===== config.mk =====
export PLATFORM = sky130hd
export DESIGN_NAME = noc_route_compute_core
export DESIGN_NICKNAME = d
export VERILOG_FILES = /design/src/rtl/nrc_pkg.sv /design/src/rtl/nrc_ram.sv /design/src/rtl/nrc_div.sv /design/src/rtl/noc_route_compute_core.sv
export SDC_FILE = /design/constraint.sdc
export NUM_CORES = 2
export LEC_CHECK = 0
export BUFFER_PORTS_ARGS = -buffer_cell sky130_fd_sc_hd__buf_2
export CAP_MARGIN = 0
export CORE_ASPECT_RATIO = 1.2
export CORE_MARGIN = 3
export CORE_UTILIZATION = 30
export DETAILED_ROUTE_END_ITERATION = 10
export PLACE_DENSITY = 0.48
export SLEW_MARGIN = 20
export SYNTH_ARGS = -nofsm -noshare
export SYNTH_HDL_FRONTEND = slang
export SYNTH_SLANG_ARGS = --single-unit

===== constraint.sdc =====
create_clock -name i_clk -period 5.1 [get_ports i_clk]
set_input_delay 0.765 -clock i_clk [delete_from_list [all_inputs] [get_ports i_clk]]
set_output_delay 0.765 -clock i_clk [all_outputs]
set_load 0.1 [all_outputs]

===== src/rtl/nrc_pkg.sv =====
// Package: payload structs, register indexes and status codes for route compute.
package nrc_pkg;

    typedef struct packed {
        logic        mode;
        logic [1:0]  vnet;
        logic [5:0]  dst_id;
        logic [63:0] dest_mask;
        logic [2:0]  link_index;
        logic [7:0]  link_wt;
    } t_in_item;

    typedef struct packed {
        logic [3:0] out_port;
        logic [1:0] status;
    } t_out_item;

    localparam logic [1:0] ST_ROUTED   = 2'd0;
    localparam logic [1:0] ST_NO_ROUTE = 2'd1;
    localparam logic [1:0] ST_WRITTEN  = 2'd2;

    localparam logic [1:0] ALG_TABLE = 2'd0;
    localparam logic [1:0] ALG_XY    = 2'd1;
    localparam logic [1:0] ALG_XYZ   = 2'd2;
    localparam logic [1:0] ALG_RING  = 2'd3;

    localparam logic [2:0] REG_ALGORITHM = 3'd0;
    localparam logic [2:0] REG_MY_ID     = 3'd1;
    localparam logic [2:0] REG_ROWS      = 3'd2;
    localparam logic [2:0] REG_COLS      = 3'd3;
    localparam logic [2:0] REG_COUNT     = 3'd4;
    localparam logic [2:0] REG_ORDERED   = 3'd5;
    localparam logic [2:0] REG_PORT_MAP  = 3'd6;

    localparam logic [2:0] DIR_EAST  = 3'd0;
    localparam logic [2:0] DIR_WEST  = 3'd1;
    localparam logic [2:0] DIR_NORTH = 3'd2;
    localparam logic [2:0] DIR_SOUTH = 3'd3;
    localparam logic [2:0] DIR_UP    = 3'd4;
    localparam logic [2:0] DIR_DOWN  = 3'd5;

    localparam logic [15:0] LFSR_SEED = 16'hACE1;

    // divider command/result between top level and divider unit
    typedef struct packed {
        logic       start;
        logic [6:0] num;
        logic [6:0] den;
    } t_div_req;

    typedef struct packed {
        logic       done;
        logic [6:0] quo;
        logic [6:0] rem;
    } t_div_rsp;

endpackage


===== src/rtl/nrc_ram.sv =====
// Generic single-port-write, registered-read RAM.
module nrc_ram #(
    parameter int WIDTH = 64,
    parameter int DEPTH = 32
) (
    input  logic                     i_clk,
    input  logic                     i_we,
    input  logic [$clog2(DEPTH)-1:0] i_waddr,
    input  logic [WIDTH-1:0]         i_wdata,
    input  logic [$clog2(DEPTH)-1:0] i_raddr,
    output logic [WIDTH-1:0]         o_rdata
);
    logic [WIDTH-1:0] r_mem [DEPTH];
    logic [WIDTH-1:0] r_rdata;

    always_ff @(posedge i_clk) begin
        if (i_we) begin
            r_mem[i_waddr] <= i_wdata;
        end
        r_rdata <= r_mem[i_raddr];
    end

    assign o_rdata = r_rdata;
endmodule


===== src/rtl/nrc_div.sv =====
// Restoring divider, 7-bit operands, one quotient bit per cycle.
module nrc_div import nrc_pkg::*; (
    input  logic     i_clk,
    input  logic     i_rst_n,
    input  t_div_req i_req,
    output t_div_rsp o_rsp
);
    logic [6:0] r_quo;
    logic [7:0] r_rem;
    logic [6:0] r_den;
    logic [2:0] r_cnt;
    logic       r_busy;
    logic       r_done;
    logic [7:0] n_trial;

    assign n_trial = {r_rem[6:0], r_quo[6]};

    always_ff @(posedge i_clk) begin
        if (!i_rst_n) begin
            r_busy <= 1'b0;
            r_done <= 1'b0;
            r_cnt  <= 3'd0;
        end else begin
            r_done <= 1'b0;
            if (i_req.start) begin
                r_busy <= 1'b1;
                r_quo  <= i_req.num;
                r_rem  <= 8'd0;
                r_den  <= i_req.den;
                r_cnt  <= 3'd0;
            end else if (r_busy) begin
                if (n_trial >= {1'b0, r_den}) begin
                    r_rem <= n_trial - {1'b0, r_den};
                    r_quo <= {r_quo[5:0], 1'b1};
                end else begin
                    r_rem <= n_trial;
                    r_quo <= {r_quo[5:0], 1'b0};
                end
                r_cnt <= r_cnt + 3'd1;
                if (r_cnt == 3'd6) begin
                    r_busy <= 1'b0;
                    r_done <= 1'b1;
                end
            end
        end
    end

    assign o_rsp.done = r_done;
    assign o_rsp.quo  = r_quo;
    assign o_rsp.rem  = r_rem[6:0];

    property p_done_after_busy;
        @(posedge i_clk) disable iff (!i_rst_n) o_rsp.done |-> $past(r_busy);
    endproperty
    a_done_after_busy: assert property (p_done_after_busy) else $error("div done without busy");

    property p_rem_lt_den;
        @(posedge i_clk) disable iff (!i_rst_n)
            (o_rsp.done && r_den != 7'd0) |-> (r_rem < {1'b0, r_den});
    endproperty
    a_rem_lt_den: assert property (p_rem_lt_den) else $error("div remainder too large");

    property p_no_done_on_start;
        @(posedge i_clk) disable iff (!i_rst_n) i_req.start |=> !o_rsp.done;
    endproperty
    a_no_done_on_start: assert property (p_no_done_on_start) else $error("div done too early");
endmodule


===== src/rtl/noc_route_compute_core.sv =====
// Top level: route compute sequencer over the route mask memory and divider.
// A write returns its status straight from idle; table scans every link, then for unordered
// vnets a serial LFSR modulo picks among ties before the pick scan; XY and ring run the
// divider twice, XYZ four times.
// One transaction at a time: input stalls until the result is taken.
// Sync reset loads config, weights, LFSR 0xACE1; per-entry valid bits zero unwritten masks.
module noc_route_compute_core import nrc_pkg::*; #(
    parameter int NUM_VNETS = 4,
    parameter int NUM_LINKS = 8,
    parameter int DEST_BITS = 64
) (
    input  logic        i_clk,
    input  logic        i_rst_n,
    input  logic        i_valid,
    output logic        o_stall,
    input  t_in_item    i_item,
    output logic        o_valid,
    input  logic        i_stall,
    output t_out_item   o_item,
    input  logic        i_cfg_we,
    input  logic [2:0]  i_cfg_index,
    input  logic [23:0] i_cfg_data
);
    localparam int DEPTH = NUM_VNETS * NUM_LINKS;
    localparam int AW    = (DEPTH > 1) ? $clog2(DEPTH) : 1;
    localparam int LW    = (NUM_LINKS > 1) ? $clog2(NUM_LINKS) : 1;
    localparam int CW    = $clog2(NUM_LINKS + 1);
    localparam logic [63:0] FIELD_MASK = {64{1'b1}} >> (64 - DEST_BITS);

    typedef enum logic [2:0] {
        S_IDLE, S_SCAN, S_EVAL, S_MOD, S_PICK, S_DSTART, S_DWAIT, S_DECIDE
    } t_state;

    t_state      r_state;
    logic [1:0]  r_alg;
    logic [5:0]  r_my_id;
    logic [6:0]  r_rows, r_cols, r_count;
    logic [3:0]  r_ordered;
    logic [23:0] r_pmap;
    logic [15:0] r_lfsr;
    logic [7:0]  r_wt [NUM_LINKS];
    logic [DEPTH-1:0] r_vld;

    t_in_item      r_in;
    logic [LW:0]   r_idx;
    logic          r_rd_v;
    logic          r_rd_ok;
    logic [LW-1:0] r_dlink;
    logic [NUM_LINKS-1:0] r_hit;
    logic [7:0]    r_best;
    logic [CW-1:0] r_cnt, r_pick, r_seen, r_acc;
    logic [3:0]    r_bit;
    logic [1:0]    r_step;
    logic [6:0]    r_dnum, r_ma, r_mb, r_mz, r_da, r_db, r_dz;
    logic          r_ovalid;
    t_out_item     r_out;

    logic [63:0]   w_rdata, w_dmask;
    logic          w_hit, w_cand;
    logic [AW-1:0] w_raddr, w_waddr;
    logic          w_we;
    logic [7:0]    w_wt;
    t_div_req      w_dreq;
    t_div_rsp      w_drsp;
    logic [6:0]    w_rows, w_cols, w_n, w_den;
    logic [7:0]    w_cw, w_ccw;
    logic          w_accept;
    logic [CW:0]   w_mod_t;
    logic [CW-1:0] w_mod;
    logic [3:0]    n_port;
    logic          n_ok;
    logic [15:0]   n_lfsr;

    function automatic logic [3:0] dir_port(input logic [23:0] map, input logic [2:0] d);
        return map[{d, 2'b00} +: 4];
    endfunction

    assign w_rows   = (r_rows == 7'd0) ? 7'd1 : r_rows;
    assign w_cols   = (r_cols == 7'd0) ? 7'd1 : r_cols;
    assign w_n      = (r_count == 7'd0) ? 7'd1 : r_count;
    assign w_den    = (r_alg == ALG_XY) ? w_cols : ((r_alg == ALG_XYZ) ? w_rows : w_n);
    assign w_accept = i_valid && !o_stall;
    assign o_stall  = (r_state != S_IDLE) || r_ovalid;
    assign w_dmask  = i_item.dest_mask & FIELD_MASK;
    assign w_we = w_accept && i_item.mode && (32'(i_item.vnet) < NUM_VNETS)
                  && (32'(i_item.link_index) < NUM_LINKS);
    assign w_waddr = AW'((32'(i_item.vnet) * NUM_LINKS) + 32'(i_item.link_index));
    assign w_raddr = AW'((32'(r_in.vnet) * NUM_LINKS) + 32'(r_idx));
    assign n_lfsr = {r_lfsr[0] ^ r_lfsr[2] ^ r_lfsr[3] ^ r_lfsr[5], r_lfsr[15:1]};

    nrc_ram #(.WIDTH(64), .DEPTH(DEPTH)) u_masks (
        .i_clk(i_clk), .i_we(w_we), .i_waddr(w_waddr), .i_wdata(w_dmask),
        .i_raddr(w_raddr), .o_rdata(w_rdata)
    );

    nrc_div u_div (.i_clk(i_clk), .i_rst_n(i_rst_n), .i_req(w_dreq), .o_rsp(w_drsp));

    assign w_wt   = r_wt[r_dlink];
    assign w_hit  = r_rd_ok && ((w_rdata & r_in.dest_mask & FIELD_MASK) != 64'd0);
    assign w_cand = r_hit[r_idx[LW-1:0]] && (r_wt[r_idx[LW-1:0]] == r_best);

    // restoring step of lfsr mod count, msb first
    assign w_mod_t = {r_acc, r_lfsr[r_bit]};
    assign w_mod   = (w_mod_t >= {1'b0, r_cnt}) ? CW'(w_mod_t - {1'b0, r_cnt})
                                                 : w_mod_t[CW-1:0];

    always_comb begin
        w_dreq = '0;
        if (r_state == S_DSTART) begin
            w_dreq.start = 1'b1;
            w_dreq.num   = r_dnum;
            w_dreq.den   = w_den;
        end
    end

    // ring distances with both ids already reduced
    assign w_cw  = (r_da >= r_ma) ? ({1'b0, r_da} - {1'b0, r_ma})
                                  : ({1'b0, r_da} + {1'b0, w_n} - {1'b0, r_ma});
    assign w_ccw = (r_ma >= r_da) ? ({1'b0, r_ma} - {1'b0, r_da})
                                  : ({1'b0, r_ma} + {1'b0, w_n} - {1'b0, r_da});

    // final decision for mesh/ring; z coordinates stay zero in XY
    always_comb begin
        n_port = 4'd0;
        n_ok   = 1'b1;
        if (r_alg == ALG_RING) begin
            n_port = dir_port(r_pmap, (w_cw <= w_ccw) ? DIR_EAST : DIR_WEST);
        end else if (r_da != r_ma) begin
            n_port = dir_port(r_pmap, (r_da > r_ma) ? DIR_EAST : DIR_WEST);
        end else if (r_db != r_mb) begin
            n_port = dir_port(r_pmap, (r_db > r_mb) ? DIR_NORTH : DIR_SOUTH);
        end else if (r_dz != r_mz) begin
            n_port = dir_port(r_pmap, (r_dz > r_mz) ? DIR_UP : DIR_DOWN);
        end else begin
            n_ok = 1'b0;
        end
    end

    always_ff @(posedge i_clk) begin
        if (!i_rst_n) begin
            r_state   <= S_IDLE;
            r_alg     <= ALG_TABLE;
            r_my_id   <= 6'd0;
            r_rows    <= 7'd4;
            r_cols    <= 7'd4;
            r_count   <= 7'd16;
            r_ordered <= 4'd0;
            r_pmap    <= 24'd0;
            r_lfsr    <= LFSR_SEED;
            r_vld     <= '0;
            r_ovalid  <= 1'b0;
            r_rd_v    <= 1'b0;
            for (int i = 0; i < NUM_LINKS; i++) r_wt[i] <= 8'd0;
        end else begin
            if (i_cfg_we) begin
                case (i_cfg_index)
                    REG_ALGORITHM: r_alg     <= i_cfg_data[1:0];
                    REG_MY_ID:     r_my_id   <= i_cfg_data[5:0];
                    REG_ROWS:      r_rows    <= i_cfg_data[6:0];
                    REG_COLS:      r_cols    <= i_cfg_data[6:0];
                    REG_COUNT:     r_count   <= i_cfg_data[6:0];
                    REG_ORDERED:   r_ordered <= i_cfg_data[3:0];
                    REG_PORT_MAP:  r_pmap    <= i_cfg_data;
                    default: ;
                endcase
            end
            if (r_ovalid && !i_stall) r_ovalid <= 1'b0;
            if (w_we) begin
                r_vld[w_waddr] <= 1'b1;
                r_wt[LW'(i_item.link_index)] <= i_item.link_wt;
            end
            case (r_state)
                S_IDLE: begin
                    if (w_accept) begin
                        r_in   <= i_item;
                        r_idx  <= '0;
                        r_rd_v <= 1'b0;
                        r_cnt  <= '0;
                        r_best <= 8'd0;
                        r_step <= 2'd0;
                        r_dnum <= {1'b0, r_my_id};
                        r_mz   <= 7'd0;
                        r_dz   <= 7'd0;
                        if (i_item.mode) begin
                            r_out    <= '{out_port: 4'd0, status: ST_WRITTEN};
                            r_ovalid <= 1'b1;
                        end else if ((i_item.dst_id == r_my_id) || (r_alg == ALG_TABLE)) begin
                            if (32'(i_item.vnet) >= NUM_VNETS) begin
                                r_out    <= '{out_port: 4'd0, status: ST_NO_ROUTE};
                                r_ovalid <= 1'b1;
                            end else begin
                                r_state <= S_SCAN;
                            end
                        end else begin
                            r_state <= S_DSTART;
                        end
                    end
                end
                S_SCAN: begin
                    // one mask read per cycle, data in the next cycle; min and tie count on the fly
                    if (32'(r_idx) < NUM_LINKS) begin
                        r_rd_v  <= 1'b1;
                        r_rd_ok <= r_vld[w_raddr];
                        r_dlink <= r_idx[LW-1:0];
                        r_idx   <= r_idx + 1'b1;
                    end else begin
                        r_rd_v <= 1'b0;
                    end
                    if (r_rd_v) begin
                        r_hit[r_dlink] <= w_hit;
                        if (w_hit) begin
                            if (r_cnt == '0 || w_wt < r_best) begin
                                r_best <= w_wt;
                                r_cnt  <= CW'(1);
                            end else if (w_wt == r_best) begin
                                r_cnt <= r_cnt + 1'b1;
                            end
                        end
                        if (32'(r_dlink) == NUM_LINKS - 1) r_state <= S_EVAL;
                    end
                end
                S_EVAL: begin
                    r_idx  <= '0;
                    r_seen <= '0;
                    if (r_cnt == '0) begin
                        r_out    <= '{out_port: 4'd0, status: ST_NO_ROUTE};
                        r_ovalid <= 1'b1;
                        r_state  <= S_IDLE;
                    end else if (r_ordered[r_in.vnet]) begin
                        r_pick  <= '0;
                        r_state <= S_PICK;
                    end else begin
                        r_acc   <= '0;
                        r_bit   <= 4'd15;
                        r_state <= S_MOD;
                    end
                end
                S_MOD: begin
                    r_acc <= w_mod;
                    if (r_bit == 4'd0) begin
                        r_pick  <= w_mod;
                        r_lfsr  <= n_lfsr;
                        r_state <= S_PICK;
                    end else begin
                        r_bit <= r_bit - 1'b1;
                    end
                end
                S_PICK: begin
                    r_idx <= r_idx + 1'b1;
                    if (w_cand) begin
                        if (r_seen == r_pick) begin
                            r_out    <= '{out_port: 4'(r_idx), status: ST_ROUTED};
                            r_ovalid <= 1'b1;
                            r_state  <= S_IDLE;
                        end
                        r_seen <= r_seen + 1'b1;
                    end
                end
                S_DSTART: r_state <= S_DWAIT;
                S_DWAIT: begin
                    if (w_drsp.done) begin
                        r_step <= r_step + 1'b1;
                        case (r_alg)
                            ALG_XYZ: begin
                                // x = id mod s, then the quotient splits into y and z
                                case (r_step)
                                    2'd0: begin
                                        r_ma    <= w_drsp.rem;
                                        r_dnum  <= w_drsp.quo;
                                        r_state <= S_DSTART;
                                    end
                                    2'd1: begin
                                        r_mb    <= w_drsp.rem;
                                        r_mz    <= w_drsp.quo;
                                        r_dnum  <= {1'b0, r_in.dst_id};
                                        r_state <= S_DSTART;
                                    end
                                    2'd2: begin
                                        r_da    <= w_drsp.rem;
                                        r_dnum  <= w_drsp.quo;
                                        r_state <= S_DSTART;
                                    end
                                    default: begin
                                        r_db    <= w_drsp.rem;
                                        r_dz    <= w_drsp.quo;
                                        r_state <= S_DECIDE;
                                    end
                                endcase
                            end
                            default: begin
                                if (r_step == 2'd0) begin
                                    r_ma    <= w_drsp.rem;
                                    r_mb    <= w_drsp.quo;
                                    r_dnum  <= {1'b0, r_in.dst_id};
                                    r_state <= S_DSTART;
                                end else begin
                                    r_da    <= w_drsp.rem;
                                    r_db    <= w_drsp.quo;
                                    r_state <= S_DECIDE;
                                end
                            end
                        endcase
                    end
                end
                S_DECIDE: begin
                    r_out    <= '{out_port: n_ok ? n_port : 4'd0,
                                  status: n_ok ? ST_ROUTED : ST_NO_ROUTE};
                    r_ovalid <= 1'b1;
                    r_state  <= S_IDLE;
                end
                default: r_state <= S_IDLE;
            endcase
        end
    end

    assign o_valid = r_ovalid;
    assign o_item  = r_out;

    property p_one_out_per_busy;
        @(posedge i_clk) disable iff (!i_rst_n) o_valid |-> o_stall;
    endproperty
    a_one_out_per_busy: assert property (p_one_out_per_busy) else $error("accept while result held");

    property p_lfsr_only_in_mod;
        @(posedge i_clk) disable iff (!i_rst_n)
            (r_lfsr != $past(r_lfsr)) |-> ($past(r_state) == S_MOD);
    endproperty
    a_lfsr_only_in_mod: assert property (p_lfsr_only_in_mod) else $error("lfsr moved");

    property p_write_status;
        @(posedge i_clk) disable iff (!i_rst_n)
            (o_valid && o_item.status != ST_ROUTED) |-> (o_item.out_port == 4'd0);
    endproperty
    a_write_status: assert property (p_write_status) else $error("port set without route");

    property p_hold_while_stalled;
        @(posedge i_clk) disable iff (!i_rst_n)
            (o_valid && i_stall) |=> (o_valid && $stable(o_item));
    endproperty
    a_hold_while_stalled: assert property (p_hold_while_stalled) else $error("result dropped");
endmodule


### After elaboration in Yosys (flattened, before gate mapping)

Memory sizes are Yosys's and may differ from the RTL's. A register that Yosys moved wholly into a read port is not among the register bits.
Index checks and enable logic that the tools add are counted.

* add/subtract/negate cells: 16
* order comparisons: 18
* equal/unequal tests: 54
* shift operators: 4
* multiplexer cells: 139
* bitwise gates (word level): 7
* reduce and logical (&&, ||, !) cells: 67

Operators by type and width (number)
* $mux W7: 29
* $mux W4: 21
* $and A64 B64 Y64: 1
* $reduce_bool A64 Y1: 1
* $mux W8: 7
* $pmux W7 S2: 4
* $shiftx A24 B4 Y4: 2
* $mux W3: 15
* $ne A2 B2 Y1 const B: 20
* $pmux W4 S2: 5
* $mux W1: 34
* $or A32 B32 Y32: 1
* $mux W6: 5
* $reduce_and A6 Y1: 5
* $eq A3 B3 Y1 const B: 9
* $reduce_and A5 Y1: 5
* $pmux W3 S8: 1
* $pmux W6 S4: 1
* $shiftx A24 B5 Y4: 1
* $shiftx A24 B6 Y4: 1
* $reduce_and A2 Y1: 11
* $gt A7 B7 Y1: 3
* $logic_not A7 Y1: 3
* $ne A7 B7 Y1: 3
* 65 further kinds: 117

* bits in registers: 309
* memory bits (writable): 2112
* bits of input ports: 116
* output and inout bits: 8
* logic and storage cells: 348
* memories kept: 2

Memories
* u_masks.r_mem: words 32, width 64, read ports 1, clocked after memory_dff 1, write ports 1, line nrc_ram.sv:13 `logic [WIDTH-1:0] r_mem [DEPTH];`
* r_wt: words 8, width 8, read ports 2, clocked after memory_dff 2, write ports 8, line noc_route_compute_core.sv:41 `logic [7:0] r_wt [NUM_LINKS];`

### Longest topological paths before layout

* depth in word-level cells: 11
* depth in mapped cells: 21
* gate-level depth less buffers: 20

### Hierarchy

A second synthesis with hierarchy kept.

* cells, all modules: 4754
* area, all modules: 98523.2 sq um

By module, submodules not included
* nrc_ram: instances 1, cells an instance 3096, area an instance 78965.7 sq um, seq. area each 62780.2 sq um
* noc_route_compute_core: instances 1, cells an instance 1529, area an instance 18078.6 sq um, seq. area each 9439.1 sq um
* nrc_div: instances 1, cells an instance 129, area an instance 1478.9 sq um, seq. area each 730.7 sq um

### Worst setup path before layout

Ideal clock, no wire load.

* path kind: register -> register
* start: register r_state[2]
* end: memory u_masks.r_mem[24][0], enable pin
* library setup time: 0.488 ns
* data arrival time: 4.726 ns
* data required time: 4.612 ns
* setup slack: -0.114 ns
* cell stages (with the launch flop): 8
* buffers on the path: 1
* clock period less this slack: 5.214 ns
* cell sequence: dfxtp_1 > buf_2 > or3_4 > nor3b_2 > nand2_1 > or2_2 > or3_4 > nor2_1

* longest elaborated chain between the ends: 7

Ends and longest elaborated chain
* start: declaration: line noc_route_compute_core.sv:34 `t_state r_state;`
* start signal: assignment: line noc_route_compute_core.sv:141 `r_state <= S_IDLE;`
* start signal: assignment: line noc_route_compute_core.sv:192 `r_state <= S_SCAN;`
* start signal: assignment: line noc_route_compute_core.sv:195 `r_state <= S_DSTART;`
* $reduce_bool A3 Y1: line noc_route_compute_core.sv:83 `assign o_stall = (r_state != S_IDLE) || r_ovalid;`
* $logic_or A1 B1 Y1: line noc_route_compute_core.sv:83
* $logic_not A1 Y1: line noc_route_compute_core.sv:82 `assign w_accept = i_valid && !o_stall;`
* $logic_and A1 B1 Y1: line noc_route_compute_core.sv:82
* $logic_and A1 B1 Y1: line noc_route_compute_core.sv:85 `assign w_we = w_accept && i_item.mode && (32'(i_item.vnet) < NUM_VNETS)`
* $mux W1: line nrc_ram.sv:17 `if (i_we) begin`
* $mux W1 (not written as such): line nrc_ram.sv:18 `r_mem[i_waddr] <= i_wdata;`
* end: declaration: line nrc_ram.sv:13

Every way passes these cells.

### Final worst setup path

* start: register r_count[3]
* end: register r_out, in the netlist o_item[5], data pin

* longest elaborated chain between the ends: 11
* elaborated cells on any way between the ends: 14
* those cells by class: add/sub (4); order compare (1); shift (1); mux (7); reduce/logical (1)

Ends and longest elaborated chain
* start: declaration: line noc_route_compute_core.sv:37 `logic [6:0] r_rows, r_cols, r_count;`
* start signal: assignment: line noc_route_compute_core.sv:161 `REG_COUNT: r_count <= i_cfg_data[6:0];`
* $logic_not A7 Y1: line noc_route_compute_core.sv:80 `assign w_n = (r_count == 7'd0) ? 7'd1 : r_count;`
* $mux W7 (*): line noc_route_compute_core.sv:80
* $add A7 B7 Y8, on equally long branches: line noc_route_compute_core.sv:118, noc_route_compute_core.sv:120
* $sub A8 B7 Y8, on equally long branches: line noc_route_compute_core.sv:118, noc_route_compute_core.sv:120
* $mux W8, on equally long branches: line noc_route_compute_core.sv:117, noc_route_compute_core.sv:119
* $le A8 B8 Y1 (*): line noc_route_compute_core.sv:127 `n_port = dir_port(r_pmap, (w_cw <= w_ccw) ? DIR_EAST : DIR_WEST);`
* $mux W1 (*): line noc_route_compute_core.sv:127
* $shiftx A24 B4 Y4 (*): line noc_route_compute_core.sv:75 `return map[{d, 2'b00} +: 4];`
* $mux W4 (*): line noc_route_compute_core.sv:126 `if (r_alg == ALG_RING) begin`
* $mux W4 (*): line noc_route_compute_core.sv:306 `r_out <= '{out_port: n_ok ? n_port : 4'd0,`
* $pmux W6 S4 (*): line noc_route_compute_core.sv:172 `case (r_state)`
* end signal: assignment: line noc_route_compute_core.sv:185 `r_out <= '{out_port: 4'd0, status: ST_WRITTEN};`
* end signal: assignment: line noc_route_compute_core.sv:189 `r_out <= '{out_port: 4'd0, status: ST_NO_ROUTE};`
* end signal: assignment: line noc_route_compute_core.sv:306
* end: declaration: line noc_route_compute_core.sv:56 `t_out_item r_out;`

Every way passes the cells marked *; elsewhere a longest branch is shown, timed or not.
A chain may end at the register's enable or synchronous reset.

==> metrics.cfg <==
[place]
placed_area_um2 = 105000
place_hpwl_um = 142000
dp_slack_ns = -0.0777
io_buffers = 123
gp_congestion = 0.793

[critical_path]
timing.rr.end = o_item[5]
path_depth = 20
critical_path.startpoint = r_count[3]
r2r_start = r_count[3]
cp-endpoint = o_item[5]
cp_top_family = compound AO/OA/AOI/OAI gates
critPathMaxStageDelay_ns = 0.42
worst_ep_required_time_ns = 5.74
path_cells = nor4_2 -> a31oi_1 -> ha_1 -> inv_1 -> ha_1 -> fa_2 -> a21oi_2 -> o21bai_1 -> a21o_1 -> a21oi_1 -> xnor2_1 -> nor3_1 -> or3_4 -> ha_4 -> nand4_1 -> o21bai_1 -> a21oi_2 -> buf_4 -> mux2_2 -> o41ai_1
r2r_setup_slack_ns = 0.33
critPathSlowestCell = fa_2
cp-end-kind = register
crit_buf_inv = 2
crit_path_start_kind = register
critPathMaxFanout = 4
reg2reg_depth = 20
critical_path_class = register to register
critPathArrivalTime_ns = 5.41

[sta]
hold_viol_final = 0
report.final.slew_viol_count = 0
relSlewSlack_pct = 24.9
worst_slack_ns = 0.330
hold_ws_ns = 0.172
setup_tns_ns = 0
min_period_ns = 4.77
worstMarginPinSlew_ns = 1.12
max_freq_mhz = 210
finalCritPeriodShare_pct = 93.5
setup_violations = 0
clock_skew_ns = 0.0680

[grt]
grtUsageTotal_pct = 16.0
grt_pass1_wl_um = 386000
grt_overflow = 0
grt_antenna_before_repair = 50
grt_max_degree = 109
grt_pass1_vias = 49700

[detailed_routing]
drc = 0
drt-vias-per-instance = 5.02
dr.pass1.iters = 5
drtIter0Drc = 4339
ant_nets = 0
vias = 47600
routed_wirelength_um = 271000
post_drt_wl_per_cell_um = 28.6

[logic_synthesis]
synth_top_cell_by_area = edfxtp_1
synthFlopType = edfxtp_1
synth_cell_types = 69
netlist_area_um2 = 97900
synth-async-reset-ratio_pct = 0
syn-num-nets = 4906
syn_inst = 4689
yosysSeqAreaShare_pct = 74.5
synth_area_leaders = edfxtp_1 71%, mux4_2 16%, dfxtp_1 3.8%
netlist.area_leader.share_pct = 70.7
synth_seq_cells = 2491
synth_edf_count = 2306
synth_area_per_cell_um2 = 20.9
ys_warn_count = 0

[final_layout]
drive_above_1_share_pct = 27.8
final_area_um2 = 113000
final_net_count = 5190
area_growth_syn_to_layout_pct = 15.7

[cts]
h-tree-depth = 5
tritoncts = yes
cts-root-buf = clkbuf_16
clock-sinks = 2491
cts_buffer_depth = 4
numCtsBuffers = 272
cts_setup_buffers = 0
path_clk_slew_ns = 0.06
clock_latency_ns = 0.84
ctsHoldBuffers = 0

[die]
core_um2 = 325000
initial_utilization_pct = 30.2
fp.dieH_um = 632
row_count = 229
pin_count = 124
die_area_um2 = 333000
die_x_um = 528

[pwr]
ir_drop_mv = 0.257
power_density_nw_per_um2 = 441
p_leak_nw = 36.1

[worst_hold_path]
holdCritPathClass = primary input to register

[run_status]
status = finished, final reports clean

[job]
maxCapViolations = 0

## state kept, by name, summed over array words and instances (netlist names), 8 cells and up, named ones only
name and flops:
r_wt 64, r_lfsr 16, u_masks.r_mem 2048, u_masks.o_rdata 64, r_vld 32, r_hit 8
r_in 72, r_pmap 24, r_best 8
## worst min-delay path by stage
stage / cells after the start / slack [ns] / start / endpoint
2_1_floorplan: 0 / 0.42 / r_idx[2] / r_dlink[2]
3_3_place_gp: 1 / 0.44 / r_vld[26] / r_vld[26]
3_5_place_dp: 2 / 0.45 / r_pmap[14] / r_pmap[14]
4_1_cts: 1 / 0.09 / i_item[82] / r_in[82]
5_1_grt: 1 / 0.13 / i_item[82] / r_in[82]
6_report: 1 / 0.17 / i_item[82] / r_in[82]
## kinds of logic (layout without fill, tap and decap cells)
group	count (synthesis)	count (layout)	share of synthesized area (%)
buf+inv	331	822	1.36
xor+xnor	56	56	0.501
mux	832	832	17.5
flops	2491	2491	74.5
simple gates	612	612	2.99
other cells	0	16	0
fa+ha+maj	101	101	1.43
compound gates	266	266	1.76
## per-stage QoR
| stage | total power (W) | cells | utilization (%) |
|---|---|---|---|
| 4_1_cts | 0.0507 | 9453 | 34.9 |
| 3_5_place_dp | 0.0315 | 8972 | 32.2 |
| 3_3_place_gp | 0.0315 | 8972 | 32.2 |
| 5_1_grt | 0.0518 | 9456 | 34.9 |
| 6_report | 0.0499 | 9469 | 34.9 |
| 2_1_floorplan | 0.0287 | 4689 | - |
## routing by layer
layer  routed length [um]  part of all wire, %  track usage, %
met5                  181                0.067               0
met4                 5550                  2.1            3.67
met3                14500                  5.4            2.70
met2               136000                   50            27.3
met1               114000                   42            21.5
## worst reg2reg max path: cells and delay by family (launching register included)
kind                       cells  cell delay, ns
muxes                          1            0.34
adders and majority gates      4            1.21
buffers and inverters          2            0.22
AOI/OAI and AO/OA              8            1.49
and+or+nand+nor                4            0.89
xor gates and xnor gates       1            0.14
DFF                            1            0.34
## cells in the mapped netlist, drive strengths merged (7+ instances only)
library cell,instances
edfxtp,2306
mux4,690
nand2,205
dfxtp,185
clkbuf,183
nor2,164
inv,102
a21oi,92
ha,83
mux2,81
and3,79
mux2i,61
buf,45
xnor2,41
o21ai,40
nand3,29
o21a,27
nor2b,23
nor3,23
nand2b,21
fa,18
a21o,17
nand4,16
xor2,15
a22oi,14
a211oi,13
and2,13
a221oi,10
a22o,9
o2bb2ai,7
## timing repair
action | in CTS | in global routing
resized for setup | 1 | 7
setup endpoints to repair | 3 | 3
pin swaps | 0 | 3
## area by class of cell
class                      instances  area (um^2)
clock buffer                     368         7550
fill                           30100       211000
tap                             4273         5350
inverter                         103          387
timing repair buffer             238         2040
multi-input combinational       1867        24000
antenna                           16         40.0
clock inverter                   113          965
sequential                      2491        73000
## report_power, final
part	leakage, nW	switching [W]	total, W	internal, W
Combinational	9.57	0.00392	0.00741	0.00349
Sequential	22.4	0.000436	0.0234	0.0230
Clock	4.17	0.00796	0.0191	0.0111
Total	36.1	0.0123	0.0499	0.0376
## cell usage in the layout, fill, tap and decap left out, types with 90 or more instances in the layout
cell          n
clkbuf_16   284
dfxtp_1     185
nand2_1     205
buf_2       123
nor2_1      132
edfxtp_1   2306
a21oi_1      90
mux4_2      683
inv_1       102
No activity file was read; power rests on OpenSTA's default activity.
